===== config.mk =====
export PLATFORM = sky130hd
export DESIGN_NAME = sops_ctrl
export DESIGN_NICKNAME = d
export VERILOG_FILES = /design/src/rtl/core/sops_pkg.sv /design/src/rtl/core/sops_ctrl.sv
export SDC_FILE = /design/constraint.sdc
export NUM_CORES = 1
export LEC_CHECK = 0
export BUFFER_PORTS_ARGS = -buffer_cell sky130_fd_sc_hd__buf_4
export CAP_MARGIN = 20
export CORE_ASPECT_RATIO = 0.9
export CORE_MARGIN = 8
export CORE_UTILIZATION = 50
export CTS_BUF_LIST = sky130_fd_sc_hd__clkbuf_4
export DETAILED_ROUTE_END_ITERATION = 8
export PLACE_DENSITY_LB_ADDON = 0.1
export SLEW_MARGIN = 25
export SYNTH_ARGS = -nofsm -noshare
export SYNTH_HDL_FRONTEND = slang
export SYNTH_SLANG_ARGS = --single-unit

===== constraint.sdc =====
create_clock -name clk_i -period 3.2 [get_ports clk_i]
set_input_delay 0.64 -clock clk_i [delete_from_list [all_inputs] [get_ports clk_i]]
set_output_delay 0.64 -clock clk_i [all_outputs]
set_load 0.01 [all_outputs]

===== src/rtl/core/sops_pkg.sv =====
// Package for the segmented odd prime sieve: payload, config and
// controller/datapath interface types. No dependencies.
package sops_pkg;

  localparam int unsigned StartW   = 30;
  localparam int unsigned SizeW    = 13;
  localparam int unsigned PrimeW   = 16;
  localparam int unsigned CountW   = 13;
  localparam int unsigned CandW    = 31;
  localparam int unsigned CfgIdxW  = 1;
  localparam int unsigned CfgDataW = 30;
  localparam int unsigned ValW     = 32;
  localparam int unsigned FirstW   = 33;

  localparam logic [CfgIdxW-1:0] CFG_START = 1'b0;
  localparam logic [CfgIdxW-1:0] CFG_SIZE  = 1'b1;

  localparam logic CMD_CLEAR = 1'b0;
  localparam logic CMD_MARK  = 1'b1;

  localparam logic [SizeW-1:0] SizeReset = 13'd4096;

  typedef struct packed {
    logic              cmd;
    logic [PrimeW-1:0] sieving_prime;
  } in_t;

  typedef struct packed {
    logic [CountW-1:0] unmarked_count;
    logic [CandW-1:0]  next_candidate;
    logic              candidate_found;
  } out_t;

  typedef struct packed {
    logic load;
    logic clr_en;
    logic idx_clr;
    logic div_start;
    logic div_en;
    logic first_en;
    logic odd_en;
    logic j_en;
    logic mark_en;
    logic scan_en;
    logic result_en;
  } dp_cmd_t;

  typedef struct packed {
    logic clr_last;
    logic is_clear;
    logic skip_mark;
    logic pp_ge_low;
    logic div_done;
    logic mark_done;
    logic scan_done;
  } dp_status_t;

endpackage


===== src/rtl/core/sops_ctrl.sv =====
// Controller of the segmented odd prime sieve: sequences clear, divide,
// mark and scan, and owns the handshakes. Depends on sops_pkg.
module sops_ctrl (
  input  logic                 clk_i,
  input  logic                 rst_ni,
  input  logic                 in_valid_i,
  output logic                 in_stall_o,
  output logic                 out_valid_o,
  input  logic                 out_stall_i,
  input  sops_pkg::dp_status_t status_i,
  output sops_pkg::dp_cmd_t    cmd_o
);

  typedef enum logic [10:0] {
    ST_INIT   = 11'b000_0000_0001,
    ST_IDLE   = 11'b000_0000_0010,
    ST_CLEAR  = 11'b000_0000_0100,
    ST_CHECK  = 11'b000_0000_1000,
    ST_DIVIDE = 11'b000_0001_0000,
    ST_FIRST  = 11'b000_0010_0000,
    ST_ODDFIX = 11'b000_0100_0000,
    ST_JCALC  = 11'b000_1000_0000,
    ST_MARK   = 11'b001_0000_0000,
    ST_SCAN   = 11'b010_0000_0000,
    ST_DONE   = 11'b100_0000_0000
  } state_e;

  state_e state_q, state_d;
  logic   out_valid_q, out_valid_d;
  logic   out_free;

  assign out_free = !out_valid_q || !out_stall_i;

  always_comb begin
    state_d = state_q;
    cmd_o   = '0;
    unique case (state_q)
      ST_INIT: begin
        cmd_o.clr_en = 1'b1;
        if (status_i.clr_last) begin
          cmd_o.idx_clr = 1'b1;
          state_d       = ST_IDLE;
        end
      end
      ST_IDLE: begin
        if (in_valid_i) begin
          cmd_o.load = 1'b1;
          state_d    = ST_CHECK;
        end
      end
      ST_CHECK: begin
        priority if (status_i.is_clear) begin
          state_d = ST_CLEAR;
        end else if (status_i.skip_mark) begin
          state_d = ST_SCAN;
        end else if (status_i.pp_ge_low) begin
          state_d = ST_FIRST;
        end else begin
          cmd_o.div_start = 1'b1;
          state_d         = ST_DIVIDE;
        end
      end
      ST_CLEAR: begin
        cmd_o.clr_en = 1'b1;
        if (status_i.clr_last) begin
          cmd_o.idx_clr = 1'b1;
          state_d       = ST_SCAN;
        end
      end
      ST_DIVIDE: begin
        cmd_o.div_en = 1'b1;
        if (status_i.div_done) begin
          state_d = ST_FIRST;
        end
      end
      ST_FIRST: begin
        cmd_o.first_en = 1'b1;
        state_d        = ST_ODDFIX;
      end
      ST_ODDFIX: begin
        cmd_o.odd_en = 1'b1;
        state_d      = ST_JCALC;
      end
      ST_JCALC: begin
        cmd_o.j_en = 1'b1;
        state_d    = ST_MARK;
      end
      ST_MARK: begin
        cmd_o.mark_en = 1'b1;
        if (status_i.mark_done) begin
          state_d = ST_SCAN;
        end
      end
      ST_SCAN: begin
        cmd_o.scan_en = 1'b1;
        if (status_i.scan_done) begin
          state_d = ST_DONE;
        end
      end
      ST_DONE: begin
        // Hold until the output register is free.
        if (out_free) begin
          cmd_o.result_en = 1'b1;
          state_d         = ST_IDLE;
        end
      end
      default: state_d = ST_INIT;
    endcase
  end

  always_comb begin
    out_valid_d = out_valid_q;
    if (cmd_o.result_en) begin
      out_valid_d = 1'b1;
    end else if (out_valid_q && !out_stall_i) begin
      out_valid_d = 1'b0;
    end
  end

  always_ff @(posedge clk_i or negedge rst_ni) begin
    if (!rst_ni) begin
      state_q     <= ST_INIT;
      out_valid_q <= 1'b0;
    end else begin
      state_q     <= state_d;
      out_valid_q <= out_valid_d;
    end
  end

  assign in_stall_o  = (state_q != ST_IDLE);
  assign out_valid_o = out_valid_q;

endmodule


# After elaboration in Yosys (flattened, before gate mapping)
# Cells that the tools add are included.
# word_totals
ff_bits	12
output_inout_bits	13
# classes
n_eq_ne	19
mux	29
n_reduce_logical	7
# ops
operator	n
$pmux 11 s11	1
$mux 11	9
$mux 1	17
$ne 2x2->1 const B	7
$eq 11x1->1 const B	1
$eq 11x10->1 const B	1
$eq 11x11->1 const B	1
$eq 11x2->1 const B	1
$eq 11x3->1 const B	1
$eq 11x4->1 const B	1
$eq 11x5->1 const B	1
$eq 11x6->1 const B	1
$eq 11x7->1 const B	1
$eq 11x8->1 const B	1
$eq 11x9->1 const B	1
$ne 11x2->1 const B	1
$reduce_and 7->1	1
$mux 6	1
$logic_not 1->1	2
$mux 2	1
$reduce_bool 2->1	1
$reduce_or 2->1	1
$logic_and 1x1->1	1
$logic_or 1x1->1	1

# Logic depth before layout (Yosys ltp)
# logic_depth
ltp_word	5
mapped_depth	6

# Worst setup path after synthesis
# No wires, ideal clock.
# synth_timing
path_kind	reg-to-output
start	register state_q[4]
end	output port cmd_o[10] in the netlist's numbering
arrival_ns	1.567
path_slack_ns	0.993
stages_incl_launch_ff	5
cell_sequence	dfrtp_1 > nor4_4 > nand3_1 > or3_1 > nor2_1
# synth_lines
item	line	rtl
from (decl)	sops_ctrl.sv:28	state_e state_q, state_d;
from (signal assigned)	sops_ctrl.sv:125	state_q <= state_d;
to (decl)	sops_ctrl.sv:11	output sops_pkg::dp_cmd_t cmd_o

==> summary.md <==
| Metric | Value |
|---|---|
| Status | `completed` |
| Total gr overflow | `0` |
| Die Y-Extent | `roughly 57 µm` |
| Final setup viols | `0` |
| First-pass GRT wire length | `approximately 3.7 mm` |
| Worst rel slew slack | `74.6%` |
| Antenna diode count | `0` |
| Postcts setup bufs | `0` |
| Share of cells above drive strength 1 | `25.6%` |
| CTS Hold Bufs | `0` |
| Placed insts | `149` |
| Initial Util | `54.1%` |
| Final Max Slew Viols | `0` |
| Synthesis Warnings | `0` |
| Number of port buffers | `23` |
| Max Buffers Root-to-Sink | `2` |
| R2R Setup Slk | `1.33 ns` |
| Crit Reg-Reg Endpoint | `state_q[4]` |
| Vias in the first global route | `829` |
| Fin. Hold Viols | `0` |
| Setup crit start | `state_q[7]` |
| Resized Gates After CTS | `0` |
| Sequential share of the synthesized area | `between 30% and 40%` |
| Post-Route Skew | `0.0111 ns` |
| Global-route usage over all layers | `13.4%` |
| Cell area after synthesis | `920 µm²` |
| Final TNS setup | `0 ns` |
| Via total after detailed routing | `between 800 and 900` |
| RSZ-0062 raised after global routing | `no` |
| CP Launch Type | `flop` |
| Fmax | `365 MHz` |
| Worst-skew pair later-pin latency | `~0.28 ns` |
| CTS tree | `built` |
| Syn nets | `122` |
| Setup CP Type | `reg2out` |
| Family with the most delay on the worst path | `simple AND/OR/NAND/NOR gates` |
| Crit. path cell count | `5` |
| # H-tree levels | `1` |
| Critical R2R Launch | `state_q[7]` |
| VDD IR max | `414 µV` |
| Min Tclk post-route | `2.74 ns` |
| Maxcap violations | `0` |
| Worst EP arrival | `about 2.1 ns` |
| Reg2Reg Depth | `5` |
| Leak | `0.536 nW` |
| Mapped Cells | `111` |
| Crit-path cells | `nor4_4 > and2b_1 > or4b_4 > nor2_4 > buf_4` |
| Ports | `24` |
| Syn avg cell area | `slightly above 8 µm²` |
| Detail Placement HPWL | `roughly 1.7 mm` |
| CTS root buf | `clkbuf_4` |
| Unique masters post-synth | `39` |
| Per-cell routed wire length | `14.0 µm` |
| Top_reg_cell synth | `dfrtp_1` |
| Fin nets | `141` |
| EDFF count, synth | `0` |
| Placer Congestion | `0.907` |
| FFs w/ async S/R, synth | `100%` |
| Slowest stage delay, CP | `0.50 ns` |
| DRT Pass-1 Iters | `4` |
| Initial DRC count | `28` |
| Final period util | `85.7%` |
| Finished Layout Cells | `153` |
| Clk sinks | `12` |
| Hold Crit Class | `in2async` |
| Total Wirelength | `approximately 2.1 mm` |
| Total power | `0.578 mW` |
| DRC viols | `0` |
| CP Max Fanout | `11` |
| Avg Vias per Cell | `roughly 5.8` |
| FP Rows | `14` |
| CP Data Required Time | `2.56 ns` |
| Die area | `0.00347 mm²` |
| Largest net degree at the start of global routing | `13` |
| Initial antenna violation count | `0` |
| Routed Antenna Nets | `0` |
| Die extent in x | `61.2 µm` |
| Power per cell area | `522 mW/mm²` |
| CTS clock-pin slew for the worst setup and hold paths | `0.08 ns` |
| Fin util | `65.2%` |
| CORE AREA | `0.00170 mm²` |
| Critical path buffers and inverters | `1` |
| Slowest CP cell | `dfrtp_1` |
| CP Capture Type | `output pin` |
| Layout area overhead | `20.4%` |
| Worst-Margin Slew | `0.372 ns` |
| CP endpoint | `cmd_o[7]` |
| CTS buffer count | `3` |
| Synth Register Bits | `12` |
==> metal layers <==
layer | GRT usage [%] | wire length [µm]
met5 | 0 | 0
met4 | 3.99 | 14
met3 | 5.91 | 187
met2 | 19.6 | 981
met1 | 16.9 | 958
==> metrics by stage <==
step,worst slack [ns],hold slack [ns],area [µm²]
5_1_grt,0.333,0.193,1110
3_5_place_dp,0.771,0.491,1080
3_3_place_gp,0.818,0.488,1080
6_report,0.457,0.189,1110
2_1_floorplan,0.993,0.344,920
4_1_cts,0.444,0.188,1110
==> cells by family after synthesis <==
family / after synthesis / synth area share, %
AO/OA/AOI/OAI: 19 / 13.3
XOR/XNOR: 5 / 4.76
buffers and inverters: 13 / 6.53
flip-flops: 12 / 32.8
AND/OR/NAND/NOR: 62 / 42.6
==> worst min-delay path by stage <==
stage	end	slack (ns)	cells after the start
3_3_place_gp	state_q[2]	0.49	1
4_1_cts	state_q[6]	0.19	1
2_1_floorplan	out_valid_o	0.34	0
5_1_grt	state_q[6]	0.19	1
3_5_place_dp	state_q[5]	0.49	1
6_report	state_q[6]	0.19	1
==> power by group <==
| part | internal, mW | total [mW] | switching (mW) |
|---|---|---|---|
| logic | 0.128 | 0.258 | 0.130 |
| clock network | 0.0568 | 0.105 | 0.0482 |
| registers | 0.174 | 0.215 | 0.0406 |
| total | 0.359 | 0.578 | 0.219 |
==> layout by cell type, fill, tap and decap left out, drive strengths merged, types with 2 or more instances in the layout <==
cell type	n
a211o	2
a21o	2
a21oi	3
and2	2
and3	3
buf	23
clkbuf	4
dfrtp	11
inv	4
nand2	7
nand2b	4
nand3	5
nand3b	2
nand4	3
nor2	12
nor3	4
nor3b	4
nor4	5
o21ai	6
o22ai	2
or3	3
xnor2	2
xor2	3
==> final cells by class <==
type / count / area, µm²
timing repair buffer: 23 / 173
multi-input combinational: 86 / 558
inverter: 4 / 15.0
tap: 24 / 30.0
fill: 155 / 592
clock buffer: 4 / 30.0
sequential: 12 / 302
==> flip-flops by register name (all words and copies together) (netlist names) <==
name         flops
state_q         11
out_valid_o      1
==> Yosys cell counts, drive strengths merged, types with 2 or more instances <==
cell type / n / area share, %
nor4: 5 / 6.7
nand2b: 4 / 2.7
clkbuf: 2 / 0.82
xnor2: 2 / 1.9
and2: 2 / 1.4
nor3: 4 / 2.2
nand2: 7 / 2.9
nor2: 12 / 5.7
a21o: 2 / 1.6
nand3b: 2 / 1.6
or3: 3 / 2.0
a211o: 2 / 1.9
nor3b: 4 / 3.3
inv: 4 / 1.6
a21oi: 3 / 1.6
buf: 7 / 4.1
xor2: 3 / 2.9
o21ai: 6 / 3.3
o22ai: 2 / 1.4
and3: 3 / 2.0
nand4: 3 / 2.0
nand3: 5 / 2.7
dfrtp: 11 / 30
(Power assumes the default switching activity.)
